$ cat src/rtl/aml_pstate_package_decoder_macros.svh
// Assertion macros used by the decoder top level.
`ifndef AML_PSTATE_PACKAGE_DECODER_MACROS_SVH
`define AML_PSTATE_PACKAGE_DECODER_MACROS_SVH

// The consequent must hold in the same cycle as the antecedent.
`define APD_ASSERT_SAME(label, clk, rst_n, ante, cons) \
	label: assert property (@(posedge clk) disable iff (!rst_n) (ante) |-> (cons)) \
		else $error("decoder check failed");

// The consequent must hold in the cycle after the antecedent.
`define APD_ASSERT_NEXT(label, clk, rst_n, ante, cons) \
	label: assert property (@(posedge clk) disable iff (!rst_n) (ante) |=> (cons)) \
		else $error("decoder check failed");

`endif

$ cat src/rtl/apd_pkg.sv
package apd_pkg;

	localparam logic [7:0] OP_PACKAGE = 8'h12;
	localparam logic [7:0] OP_ZERO    = 8'h00;
	localparam logic [7:0] OP_ONE     = 8'h01;
	localparam logic [7:0] OP_ONES    = 8'hFF;
	localparam logic [7:0] OP_BYTE    = 8'h0A;
	localparam logic [7:0] OP_WORD    = 8'h0B;
	localparam logic [7:0] OP_DWORD   = 8'h0C;
	localparam logic [7:0] OP_QWORD   = 8'h0E;

	localparam int NUM_FIELDS = 6;
	localparam int SLOT_W     = 4;

	typedef enum logic [3:0] {
		PH_OUTER_OP,
		PH_OUTER_LEN,
		PH_OUTER_COUNT,
		PH_SUB_OP,
		PH_SUB_LEN,
		PH_SUB_COUNT,
		PH_INT_OP,
		PH_INT_DATA,
		PH_SKIP,
		PH_HALT
	} phase_t;

	typedef struct packed {
		logic                                 rec;
		logic [3:0]                           idx;
		logic [NUM_FIELDS-1:0][31:0]          val;
		logic                                 done;
		logic [4:0]                           cnt;
	} word_t;

endpackage

$ cat src/rtl/apd_front.sv
module apd_front import apd_pkg::*; #(
	parameter int MAX_ENTRIES      = 16,
	parameter int VALUES_PER_ENTRY = 6
) (
	input  logic       clk,
	input  logic       arst_n,
	input  logic       take,
	input  logic [7:0] data_byte,
	input  logic       last_byte,
	output logic       push,
	output word_t      word
);

	localparam int CW = $clog2(MAX_ENTRIES + 1);

	phase_t                      phase_q, phase_d;
	logic [1:0]                  lb_left_q, lb_left_d;
	logic [1:0]                  ext_q, ext_d;
	logic [27:0]                 len_q, len_d;
	logic [7:0]                  outer_q, outer_d;
	logic [7:0]                  sub_left_q, sub_left_d;
	logic [27:0]                 sb_q, sb_d;
	logic [SLOT_W-1:0]           slot_q, slot_d;
	logic [3:0]                  int_left_q, int_left_d;
	logic [2:0]                  pos_q, pos_d;
	logic [31:0]                 acc_q, acc_d;
	logic [NUM_FIELDS-1:0][31:0] vals_q, vals_d;
	logic [CW-1:0]               cnt_q, cnt_d;
	logic                        emit, finish, commit;
	logic [31:0]                 cval;
	logic [3:0]                  nbytes;
	logic [1:0]                  lidx;
	logic [2:0]                  need;
	logic [27:0]                 payload_len;

	always_ff @(posedge clk or negedge arst_n) begin
		if (!arst_n) begin
			phase_q    <= PH_OUTER_OP;
			lb_left_q  <= '0;
			ext_q      <= '0;
			len_q      <= '0;
			outer_q    <= '0;
			sub_left_q <= '0;
			sb_q       <= '0;
			slot_q     <= '0;
			int_left_q <= '0;
			pos_q      <= '0;
			acc_q      <= '0;
			vals_q     <= '0;
			cnt_q      <= '0;
		end else if (take) begin
			phase_q    <= phase_d;
			lb_left_q  <= lb_left_d;
			ext_q      <= ext_d;
			len_q      <= len_d;
			outer_q    <= outer_d;
			sub_left_q <= sub_left_d;
			sb_q       <= sb_d;
			slot_q     <= slot_d;
			int_left_q <= int_left_d;
			pos_q      <= pos_d;
			acc_q      <= acc_d;
			vals_q     <= vals_d;
			cnt_q      <= cnt_d;
		end
	end

	always_comb begin
		phase_d     = phase_q;
		lb_left_d   = lb_left_q;
		ext_d       = ext_q;
		len_d       = len_q;
		outer_d     = outer_q;
		sub_left_d  = sub_left_q;
		sb_d        = sb_q;
		slot_d      = slot_q;
		int_left_d  = int_left_q;
		pos_d       = pos_q;
		acc_d       = acc_q;
		vals_d      = vals_q;
		cnt_d       = cnt_q;
		emit        = 1'b0;
		finish      = 1'b0;
		commit      = 1'b0;
		cval        = '0;
		nbytes      = '0;
		lidx        = ext_q - lb_left_q;
		need        = {1'b0, ext_q} + 3'd2;
		payload_len = len_q - 28'(need);

		unique case (phase_q)
			PH_OUTER_OP, PH_SUB_OP: begin
				lb_left_d = '0;
				if (data_byte == OP_PACKAGE) begin
					phase_d = (phase_q == PH_OUTER_OP) ? PH_OUTER_LEN : PH_SUB_LEN;
				end else begin
					phase_d = PH_HALT;
				end
			end
			PH_OUTER_LEN, PH_SUB_LEN: begin
				if (lb_left_q == 2'd0) begin
					ext_d     = data_byte[7:6];
					lb_left_d = data_byte[7:6];
					len_d     = (data_byte[7:6] == 2'd0) ? {22'd0, data_byte[5:0]}
						: {24'd0, data_byte[3:0]};
				end else begin
					unique case (lidx)
						2'd0:    len_d = len_q | {16'd0, data_byte, 4'd0};
						2'd1:    len_d = len_q | {8'd0, data_byte, 12'd0};
						2'd2:    len_d = len_q | {data_byte, 20'd0};
						default: len_d = len_q;
					endcase
					lb_left_d = lb_left_q - 2'd1;
				end
				if (lb_left_d == 2'd0) begin
					phase_d = (phase_q == PH_OUTER_LEN) ? PH_OUTER_COUNT : PH_SUB_COUNT;
				end
			end
			PH_OUTER_COUNT: begin
				outer_d = data_byte;
				phase_d = (data_byte == 8'd0) ? PH_HALT : PH_SUB_OP;
			end
			PH_SUB_COUNT: begin
				if (len_q < 28'(need)) begin
					phase_d = PH_HALT;
				end else begin
					sb_d       = payload_len;
					sub_left_d = data_byte;
					vals_d     = '0;
					slot_d     = '0;
					int_left_d = '0;
					acc_d      = '0;
					phase_d    = (data_byte != 8'd0) ? PH_INT_OP : PH_SKIP;
					if (payload_len == 28'd0) begin
						finish = 1'b1;
					end
				end
			end
			PH_INT_OP, PH_INT_DATA, PH_SKIP: begin
				if (sb_q != 28'd0) begin
					sb_d = sb_q - 28'd1;
				end
				if (phase_q == PH_INT_OP) begin
					unique case (data_byte)
						OP_ZERO: begin commit = 1'b1; cval = 32'd0; end
						OP_ONE:  begin commit = 1'b1; cval = 32'd1; end
						OP_ONES: begin commit = 1'b1; cval = 32'hFFFF_FFFF; end
						OP_BYTE:  nbytes = 4'd1;
						OP_WORD:  nbytes = 4'd2;
						OP_DWORD: nbytes = 4'd4;
						OP_QWORD: nbytes = 4'd8;
						default:  phase_d = PH_SKIP;
					endcase
					if (nbytes != 4'd0) begin
						int_left_d = nbytes;
						acc_d      = '0;
						pos_d      = '0;
						phase_d    = PH_INT_DATA;
					end
				end else if (phase_q == PH_INT_DATA) begin
					if (!pos_q[2]) begin
						unique case (pos_q[1:0])
							2'd0: acc_d = acc_q | {24'd0, data_byte};
							2'd1: acc_d = acc_q | {16'd0, data_byte, 8'd0};
							2'd2: acc_d = acc_q | {8'd0, data_byte, 16'd0};
							2'd3: acc_d = acc_q | {data_byte, 24'd0};
						endcase
					end
					pos_d = pos_q + 3'd1;
					if (int_left_q != 4'd0) begin
						int_left_d = int_left_q - 4'd1;
					end
					if (int_left_d == 4'd0) begin
						commit = 1'b1;
						cval   = acc_d;
					end
				end
				if (commit) begin
					for (int k = 0; k < NUM_FIELDS; k++) begin
						if (slot_q == SLOT_W'(k)) begin
							vals_d[k] = cval;
						end
					end
					slot_d = slot_q + SLOT_W'(1);
					if (sub_left_q != 8'd0) begin
						sub_left_d = sub_left_q - 8'd1;
					end
					phase_d = (sub_left_d != 8'd0 && slot_d < SLOT_W'(VALUES_PER_ENTRY))
						? PH_INT_OP : PH_SKIP;
				end
				if (sb_d == 28'd0) begin
					finish = 1'b1;
				end
			end
			default: phase_d = PH_HALT;
		endcase

		if (finish) begin
			emit  = 1'b1;
			cnt_d = cnt_q + CW'(1);
			if (outer_q != 8'd0) begin
				outer_d = outer_q - 8'd1;
			end
			phase_d = (outer_d == 8'd0 || cnt_d >= CW'(MAX_ENTRIES)) ? PH_HALT : PH_SUB_OP;
		end

		if (last_byte && !emit &&
			(phase_d == PH_INT_OP || phase_d == PH_INT_DATA || phase_d == PH_SKIP)) begin
			emit  = 1'b1;
			cnt_d = cnt_q + CW'(1);
		end

		push      = take && (emit || last_byte);
		word.rec  = emit;
		word.idx  = emit ? 4'(cnt_q) : 4'd0;
		word.val  = emit ? vals_d : '0;
		word.done = last_byte;
		word.cnt  = last_byte ? 5'(cnt_d) : 5'd0;

		if (last_byte) begin
			phase_d    = PH_OUTER_OP;
			lb_left_d  = '0;
			ext_d      = '0;
			len_d      = '0;
			outer_d    = '0;
			sub_left_d = '0;
			sb_d       = '0;
			slot_d     = '0;
			int_left_d = '0;
			pos_d      = '0;
			acc_d      = '0;
			vals_d     = '0;
			cnt_d      = '0;
		end
	end

endmodule

$ cat src/rtl/apd_queue.sv
module apd_queue import apd_pkg::*; (
	input  logic  clk,
	input  logic  arst_n,
	input  logic  push,
	input  word_t push_word,
	output logic  full,
	output logic  out_valid,
	input  logic  out_stall,
	output word_t head
);

	localparam int DEPTH = 4;

	word_t      mem [DEPTH];
	logic [1:0] wptr_q, rptr_q;
	logic [2:0] count_q;
	logic       pop;

	assign full      = (count_q == 3'(DEPTH));
	assign out_valid = (count_q != 3'd0);
	assign pop       = out_valid && !out_stall;
	assign head      = mem[rptr_q];

	always_ff @(posedge clk) begin
		if (push) begin
			mem[wptr_q] <= push_word;
		end
	end

	always_ff @(posedge clk or negedge arst_n) begin
		if (!arst_n) begin
			wptr_q  <= '0;
			rptr_q  <= '0;
			count_q <= '0;
		end else begin
			if (push) begin
				wptr_q <= wptr_q + 2'd1;
			end
			if (pop) begin
				rptr_q <= rptr_q + 2'd1;
			end
			count_q <= count_q + 3'(push) - 3'(pop);
		end
	end

endmodule

$ cat src/rtl/aml_pstate_package_decoder.sv
// Channel   Direction  Handshake           Payload
// input     in         in_valid/in_stall   data_byte, last_byte
// output    out        out_valid/out_stall record_valid .. records_emitted
//
// One buffer byte is taken per clock while the queue is not full; the header and
// integer parser decides each byte combinationally.
// A result appears on the output at the earliest in the cycle after its byte is accepted.
// A four-word queue sits between the parser and the output, and in_stall is high only
// while that queue is full.
// Reset clears the parser to expect a new outer package and empties the queue.
`include "aml_pstate_package_decoder_macros.svh"
module aml_pstate_package_decoder import apd_pkg::*; #(
	parameter int MAX_ENTRIES      = 16,
	parameter int VALUES_PER_ENTRY = 6
) (
	input  logic        clk,
	input  logic        arst_n,
	input  logic        in_valid,
	output logic        in_stall,
	input  logic [7:0]  data_byte,
	input  logic        last_byte,
	output logic        out_valid,
	input  logic        out_stall,
	output logic        record_valid,
	output logic [3:0]  entry_index,
	output logic [31:0] core_frequency,
	output logic [31:0] power_draw,
	output logic [31:0] transition_latency,
	output logic [31:0] bus_master_latency,
	output logic [31:0] control_word,
	output logic [31:0] status_word,
	output logic        buffer_done,
	output logic [4:0]  records_emitted
);

	logic  take, push, full;
	word_t front_word, head;

	assign in_stall = full;
	assign take     = in_valid && !full;

	apd_front #(
		.MAX_ENTRIES      (MAX_ENTRIES),
		.VALUES_PER_ENTRY (VALUES_PER_ENTRY)
	) u_front (
		.clk       (clk),
		.arst_n    (arst_n),
		.take      (take),
		.data_byte (data_byte),
		.last_byte (last_byte),
		.push      (push),
		.word      (front_word)
	);

	apd_queue u_queue (
		.clk       (clk),
		.arst_n    (arst_n),
		.push      (push),
		.push_word (front_word),
		.full      (full),
		.out_valid (out_valid),
		.out_stall (out_stall),
		.head      (head)
	);

	assign record_valid       = head.rec;
	assign entry_index        = head.idx;
	assign core_frequency     = head.val[0];
	assign power_draw         = head.val[1];
	assign transition_latency = head.val[2];
	assign bus_master_latency = head.val[3];
	assign control_word       = head.val[4];
	assign status_word        = head.val[5];
	assign buffer_done        = head.done;
	assign records_emitted    = head.cnt;

	`APD_ASSERT_SAME(a_no_empty_word, clk, arst_n, out_valid && !buffer_done, record_valid)
	`APD_ASSERT_SAME(a_empty_zero, clk, arst_n, out_valid && !record_valid, core_frequency == 32'd0 && entry_index == 4'd0)
	`APD_ASSERT_NEXT(a_last_queued, clk, arst_n, in_valid && !in_stall && last_byte, out_valid)

endmodule
$ cat config.mk
export PLATFORM = sky130hd
export DESIGN_NAME = aml_pstate_package_decoder
export DESIGN_NICKNAME = d
export VERILOG_FILES = /design/src/rtl/apd_pkg.sv /design/src/rtl/apd_front.sv /design/src/rtl/apd_queue.sv /design/src/rtl/aml_pstate_package_decoder.sv
export VERILOG_INCLUDE_DIRS = /design/src /design/src/rtl
export SDC_FILE = /design/constraint.sdc
export NUM_CORES = 2
export LEC_CHECK = 0
export BUFFER_PORTS_ARGS = -buffer_cell sky130_fd_sc_hd__buf_2
export CAP_MARGIN = 20
export CORE_UTILIZATION = 55
export CTS_CLUSTER_SIZE = 20
export DETAILED_ROUTE_END_ITERATION = 6
export PLACE_DENSITY_LB_ADDON = 0.1
export SYNTH_ARGS = -nofsm -noshare
export SYNTH_HDL_FRONTEND = slang
export SYNTH_SLANG_ARGS = --single-unit
$ cat constraint.sdc
create_clock -name clk -period 13.83 [get_ports clk]
set_input_delay 1.383 -clock clk [delete_from_list [all_inputs] [get_ports clk]]
set_output_delay 1.383 -clock clk [all_outputs]
set_load 0.005 [all_outputs]
# Word-level counts from Yosys, hierarchy flattened
# Memories as Yosys holds them, arrays and structs flattened.
# Index checks and enable logic that the tools add are counted.
dict set report totals {
  reg_bits 327
  output_inout_bits 205
  memories 1
  elab_cells 240
  mem_bits_rw 812
  inputBits 13
}
dict set report classes {
  n_bitwise 7
  reduce_logical 52
  mux 107
  add_sub_neg 15
  n_eq_ne 34
  magnitude_cmp 3
}
# name depth word_bits read_ports rd_ports_with_merged_regs write_ports line_no
set memory_table {}
lappend memory_table {u_queue.mem 4 203 1 0 1 apd_queue.sv:14} ;# word_t mem [DEPTH];
# cell n
set ops {}
lappend ops {{two-way mux 192 bit} 4}
lappend ops {{two-way mux 32 bit} 15}
lappend ops {{case mux 192 bit (2 select lines)} 1}
lappend ops {{two-way mux 28 bit} 7}
lappend ops {{case mux 32 bit (2 select lines)} 2}
lappend ops {{case mux 32 bit (4 select lines)} 1}
lappend ops {{two-way mux 4 bit} 27}
lappend ops {{two-way mux 8 bit} 11}
lappend ops {{case mux 28 bit (3 select lines)} 1}
lappend ops {{zero test 28 bit} 2}
lappend ops {{case mux 28 bit (2 select lines)} 1}
lappend ops {{== test 4 x 3 -> 1 bit (second input constant)} 8}
lappend ops {{== test 8 x 4 -> 1 bit (second input constant)} 4}
lappend ops {{OR 32 x 16 -> 32 bit} 1}
lappend ops {{OR 32 x 24 -> 32 bit} 1}
lappend ops {{OR 32 bit} 1}
lappend ops {{OR 32 x 8 -> 32 bit} 1}
lappend ops {{nonzero test 8 bit} 4}
lappend ops {{< comparator 28 x 3 -> 1 bit} 1}
lappend ops {{OR 28 x 12 -> 28 bit} 1}
lappend ops {{OR 28 x 20 -> 28 bit} 1}
lappend ops {{OR 28 bit} 1}
lappend ops {{nonzero test 28 bit} 1}
lappend ops {{subtractor 28 x 1 -> 28 bit (second input constant)} 1}
lappend ops {{other kinds (55)} 120}

# Longest topological paths before layout
dict set report logic_depth {
  depth_word 27
  mapped_depth 17
  depth_no_buf 16
}

# Modules after synthesis
# Synthesis repeated with hierarchy kept, for this count alone.
dict set report unflattened {
  cells_unflattened 3487
  area_unflattened_um2 50723.6
}
# module area_each_um2 instances seq_area_each_um2 cells_each
set modules_own_cells {}
lappend modules_own_cells {apd_queue 29863.6 1 24558.6 1097}
lappend modules_own_cells {apd_front 20846.2 1 8007.7 2389}
lappend modules_own_cells {aml_pstate_package_decoder 13.8 1 0.0 1}

# Least setup slack after synthesis
# OpenSTA, ideal clock, no wires.
dict set report synth_path {
  kind {reg-to-reg}
  start {register u_front.sb_q[0]}
  end {memory u_queue.mem[0][0] (netlist bit), enable pin}
  setup_time_ps 589
  n_path_buf 2
  t_arrival_ps 7888
  slack_ps 5354
  path_stages_with_launch 14
  cell_sequence {dfrtp_1 clkbuf_1 inv_1 ha_1 or3b_2 clkbuf_1 or4_1 a21oi_1 xnor2_1 nand4_1 nor4_4 nor2_4 a21oi_4 and2_1}
}
dict set report synth_between {
  elab_chain_len 16
}
# element line_no
set synth_lines {}
lappend synth_lines {{start: declaration} apd_front.sv:22} ;# logic [27:0] sb_q, sb_d;
lappend synth_lines {{start signal: assignment} apd_front.sv:44} ;# sb_q <= '0;
lappend synth_lines {{start signal: assignment} apd_front.sv:58} ;# sb_q <= sb_d;
lappend synth_lines {{subtractor 28 x 1 -> 28 bit / nonzero test 28 bit (equally long branches)} {apd_front.sv:141, apd_front.sv:140}}
lappend synth_lines {{two-way mux 28 bit *} apd_front.sv:140} ;# if (sb_q != 28'd0) begin
lappend synth_lines {{two-way mux 28 bit *} apd_front.sv:91} ;# unique case (phase_q)
lappend synth_lines {{zero test 28 bit *} apd_front.sv:191} ;# if (sb_d == 28'd0) begin
lappend synth_lines {{two-way mux 1 bit *} apd_front.sv:191}
lappend synth_lines {{case mux 1 bit (2 select lines) *} apd_front.sv:91}
lappend synth_lines {{two-way mux 4 bit} apd_front.sv:198} ;# if (finish) begin
lappend synth_lines {{== test 4 x 3 -> 1 bit} apd_front.sv:208} ;# (phase_d == PH_INT_OP || phase_d == PH_INT_DATA || phase_d == PH_SKIP)) begin
lappend synth_lines {{logical OR 1 bit (2 in a row)} apd_front.sv:208}
lappend synth_lines {{logical AND 1 bit} apd_front.sv:207} ;# if (last_byte && !emit &&
lappend synth_lines {{two-way mux 1 bit *} apd_front.sv:207}
lappend synth_lines {{logical OR 1 bit *} apd_front.sv:213} ;# push = take && (emit || last_byte);
lappend synth_lines {{logical AND 1 bit *} apd_front.sv:213}
lappend synth_lines {{named net push} aml_pstate_package_decoder.sv:36} ;# logic take, push, full;
lappend synth_lines {{two-way mux 1 bit *} apd_queue.sv:25} ;# if (push) begin
lappend synth_lines {{two-way mux 1 bit (implied by the code) *} apd_queue.sv:26} ;# mem[wptr_q] <= push_word;
lappend synth_lines {{end: declaration} apd_queue.sv:14}
# The timed path passes the listed nets; every way through them passes the cells marked *. The select of a mux whose other input is x is not followed.

# Worst setup path after layout
dict set report layout_path {
  start {register u_front.sb_q[0]}
  end {memory u_queue.mem[3][88] (netlist bit), enable pin}
}
# The elaborated chain is that of the path after synthesis.

==> impl_metrics.toml <==
[critical_path]
crit_path_max_incr_delay_ps = 940
worst_setup_path_startpoint = "u_front.sb_q[0]$_DFFE_PN0P_"
regToRegEndpoint = "u_queue.mem[3][88]$_DFFE_PP_"
path_cells = "inv_1 -> ha_1 -> or3b_2 -> nor3_2 -> nand3_1 -> nor3_1 -> o2111ai_2 -> nor4_4 -> nor2_4 -> a21oi_4 -> and2_4 -> buf_4 -> buf_4"
setup.worst_path.start_class = "flip-flop"
worst_setup_path_end_kind = "flip-flop"
crit-reg2reg-launch = "u_front.sb_q[0]$_DFFE_PN0P_"
worst_case_reg_to_reg_path_depth = 13
timing_worst_setup_path_type = "reg2reg"
required_ps = 14140
critical_path_s_most_frequent_cell = "sky130_fd_sc_hd__buf_4"
critical-path-slowest-cell = "sky130_fd_sc_hd__buf_4"
timing.critical_path.fanout_max = 62
critPathArrivalTime_ps = 7630
worst-r2r-setup-slack_ps = 6520

[logic_synthesis]
asyncSetResetFlopFracSynth = 0.287
synth_enable_flop_cells = 812
synth.top_cells.by_area = "sky130_fd_sc_hd__edfxtp_1 49%, sky130_fd_sc_hd__dfrtp_1 16%, sky130_fd_sc_hd__mux4_2 9.2%, sky130_fd_sc_hd__a22oi_1 6.0%, sky130_fd_sc_hd__o21ai_0 3.2%"
yosys.area.top_type = "sky130_fd_sc_hd__edfxtp_1"
synth_nets = 3683
postSynthCellCount = 3641
dominantRegCellSynth = "sky130_fd_sc_hd__edfxtp_1"
synth_area_per_cell_um2 = 13.7
synth_warnings = 0
synth-seq-area-share = 0.654
synth_top_area_frac = 0.490
mappedNetlistArea_um2 = 49800
synth-seq-cells = 1139
synth.distinct_cells = 83

[place]
gp_congestion = 0.883
detailedPlacementHpwl_um = 82300
numPortBuffers = 217

[power_and_ir_drop]
switching_share = 0.348
switching_power_total_uw = 3870
share_comb_of_total_power = 0.325
peakVddDrop_mv = 0.154
pwr-share-seq = 0.386
p_int_uw = 7230
power.static_leakage_uw = 0.0198
clockPowerShare = 0.289
power.density_cell_area_nw_per_um2 = 198

[cts]
clkSlewWorstSetupHoldPaths_ps = 60
cts_root_buffer = "sky130_fd_sc_hd__clkbuf_16"
cts_hold_repair.buffers = 0
htreeDepth = 3
cts_resized = 0
clk_latency_ps = 710
total_clock_buffers_created_by_cts = 116
clock_path_buffers = 3
post_cts_buffers = 0
clkSinkCount = 1139
tritoncts = "done"

[sta]
grt_setup_unrepaired = "no"
clock_skew_ps = 33.1
post-route-period-util = 0.529
max_slew_violation_count = 0
fmax_ghz = 0.137
setup_tns_ps = 0
hold_violation_count_in_the_final_report = 0
worst_slew_margin_rel = 0.198
fin_crit_ps = 7310
tightest_slew_ps = 1200
final-setup-viol-count = 0

[floorplan]
initial_utilization = 0.559
dieWidth_um = 303
design.core.area_um2 = 89100
dieArea_um2 = 91800
io-pin-count = 218
rows = 109
die_h_um = 303

[global_route]
antenna_violations_before_repair = 2
grt.total_usage = 0.300
grt_first_pass_wirelength_um = 205000
grt-ovfl-total = 0
first_global_vias = 32900
pin_count_of_the_biggest_net_entering_global_routing = 104

[route]
drt_wl_total_um = 137000
route.detailed.drc = 0
drtIter0Drc = 3242
routedWlPerCell_um = 27.2
dr_total_vias = 33000
postRouteAntennaNets = 0
vias_per_cell = 6.57
firstDrtPassIters = 6

[finish]
final_util = 0.628
sequential_cell_area_um2 = 32600
design.final.nets = 3790
multi_input_comb_area_um2 = 16000
flow.area_growth_from_synthesis_pct = 12.4
antenna_cell_count = 0
final_layout_size_suffix_gt1_frac = 0.199
filler_cell_count = 6585

[worst_hold_path]
min_path_type = "reg2reg"
hold_path_startpoint = "u_front.acc_q[25]$_DFFE_PN0P_"
worstHoldPathCells = 2
hold_end = "u_front.acc_q[25]$_DFFE_PN0P_"

[run]
drv.max_cap_violation_count = 0

[run_status]
status = "completed"
[layer usage]
layer  part of all wire  routed length, µm  vias up  track usage
met4              0.031               4200        0       0.0998
met1               0.40              55100    17000        0.413
met3              0.076              10400      240       0.0489
met5                  0                  0        -            0
met2               0.49              66900     1513        0.489
li1                   -                  -    14300            -
[power groups by stage]
stage	combinational [µW]	sequential, µW	clock, µW
4_1_cts	3620	4290	3250
3_3_place_gp	3600	4330	0
2_1_floorplan	2430	4230	0
5_1_grt	3880	4330	3380
3_5_place_dp	3610	4350	0
6_report	3600	4290	3210
[per-stage QoR]
stage	hold WS (ps)	total power (µW)	area, µm²	cells	worst slack [ps]
2_1_floorplan	463	6670	49800	3641	5350
3_3_place_gp	477	7930	52000	4792	6610
3_5_place_dp	485	7960	52000	4794	6410
4_1_cts	498	11200	56000	5016	6590
5_1_grt	528	11600	56000	5017	6150
6_report	493	11100	56000	5017	6520
[worst max-delay path by stage]
stage	end	slack [ps]	depth (start not counted)
final	u_queue.mem[3][88]$_DFFE_PP_	6520	13
after global routing	u_queue.mem[3][146]$_DFFE_PP_	6150	13
after CTS	u_queue.mem[3][148]$_DFFE_PP_	6590	13
after detailed placement	u_queue.mem[0][145]$_DFFE_PP_	6410	12
after global placement	u_queue.mem[0][143]$_DFFE_PP_	6610	12
after floorplan	u_queue.mem[0][0]$_DFFE_PP_	5350	13
[area by class of cell]
cell class	instances	area share
clock buffers	161	0.0585
clock inverters	61	0.0119
inverters	54	0.00362
multi-input cells	2128	0.285
flip-flops and latches	1139	0.582
well taps	1165	0.0260
repair buffers	309	0.0325
[state kept, by name, summed over array words and instances, names as in the netlist]
| name | flops |
|---|---|
| u_queue.mem | 812 |
| u_queue.count_q | 3 |
| u_front.len_q | 28 |
| u_front.int_left_q | 4 |
| u_front.ext_q | 2 |
| u_queue.rptr_q | 2 |
| u_front.vals_q | 192 |
| u_front.acc_q | 32 |
| u_front.outer_q | 8 |
| u_front.pos_q | 3 |
| u_front.sub_left_q | 8 |
| u_queue.wptr_q | 2 |
| u_front.cnt_q | 5 |
| u_front.slot_q | 4 |
| u_front.sb_q | 28 |
| u_front.lb_left_q | 2 |
| u_front.phase_q | 4 |
[cells in the final DEF (no fill, tap or decap), types with 16 or more instances in the layout]
cell type                     n
sky130_fd_sc_hd__clkbuf_8    18
sky130_fd_sc_hd__mux4_2     203
sky130_fd_sc_hd__a22oi_1    395
sky130_fd_sc_hd__o21ai_0    286
sky130_fd_sc_hd__nand2_1    273
sky130_fd_sc_hd__buf_4       89
sky130_fd_sc_hd__clkbuf_16  117
sky130_fd_sc_hd__nor2_1     329
sky130_fd_sc_hd__a22o_1      19
sky130_fd_sc_hd__mux2i_1     16
sky130_fd_sc_hd__nor3_1      41
sky130_fd_sc_hd__edfxtp_1   812
sky130_fd_sc_hd__nand3_1     31
sky130_fd_sc_hd__clkinv_2    24
sky130_fd_sc_hd__nor4_1      27
sky130_fd_sc_hd__and2_1      18
sky130_fd_sc_hd__buf_2      215
sky130_fd_sc_hd__nand4_1     21
sky130_fd_sc_hd__clkbuf_1    26
sky130_fd_sc_hd__inv_1       54
sky130_fd_sc_hd__dfrtp_1    325
sky130_fd_sc_hd__xnor2_1     30
sky130_fd_sc_hd__o21ai_2     27
sky130_fd_sc_hd__a21oi_1    106
sky130_fd_sc_hd__a31oi_1     40
sky130_fd_sc_hd__ha_1        27
[Yosys cell counts, types with 5 or more instances]
library cell / n
sky130_fd_sc_hd__and2_1: 22
sky130_fd_sc_hd__a22o_1: 19
sky130_fd_sc_hd__a21oi_1: 107
sky130_fd_sc_hd__xnor2_1: 30
sky130_fd_sc_hd__o21ai_1: 7
sky130_fd_sc_hd__nor2b_1: 12
sky130_fd_sc_hd__ha_1: 27
sky130_fd_sc_hd__a31oi_1: 40
sky130_fd_sc_hd__o31ai_1: 14
sky130_fd_sc_hd__o22ai_1: 11
sky130_fd_sc_hd__nand2b_1: 15
sky130_fd_sc_hd__mux4_2: 203
sky130_fd_sc_hd__inv_1: 54
sky130_fd_sc_hd__nor4_1: 27
sky130_fd_sc_hd__clkbuf_1: 234
sky130_fd_sc_hd__nor3b_1: 8
sky130_fd_sc_hd__nand2_1: 273
sky130_fd_sc_hd__xor2_1: 14
sky130_fd_sc_hd__nand3b_1: 7
sky130_fd_sc_hd__nand3_1: 31
sky130_fd_sc_hd__o21ai_0: 319
sky130_fd_sc_hd__nand4_1: 21
sky130_fd_sc_hd__buf_2: 58
sky130_fd_sc_hd__buf_1: 28
sky130_fd_sc_hd__edfxtp_1: 812
sky130_fd_sc_hd__and3_1: 14
sky130_fd_sc_hd__or4_1: 14
sky130_fd_sc_hd__o211ai_1: 6
sky130_fd_sc_hd__or3_1: 10
sky130_fd_sc_hd__a32o_1: 5
sky130_fd_sc_hd__a22oi_1: 395
sky130_fd_sc_hd__nor3_1: 41
sky130_fd_sc_hd__dfrtp_1: 327
sky130_fd_sc_hd__or2_2: 7
sky130_fd_sc_hd__mux2i_1: 16
sky130_fd_sc_hd__nor2_1: 329
[critical path: cells and delay by family, from the launching register on]
| family | cells | cell delay [ps] |
|---|---|---|
| AO/OA/AOI/OAI | 2 | 540 |
| adder cells (fa/ha/maj) | 1 | 270 |
| buffers and inverters | 3 | 1870 |
| flip-flops | 1 | 460 |
| AND/OR/NAND/NOR | 7 | 3580 |
[logic make-up after synthesis]
logic type | after synthesis | share of synthesized area
buffers and inverters | 374 | 0.0296
muxes | 222 | 0.0957
adders and majority gates | 29 | 0.00759
DFF | 1139 | 0.654
and+or+nand+nor | 858 | 0.0785
xor gates and xnor gates | 44 | 0.00774
AOI/OAI and AO/OA | 975 | 0.127
(Power assumes the default switching activity.)
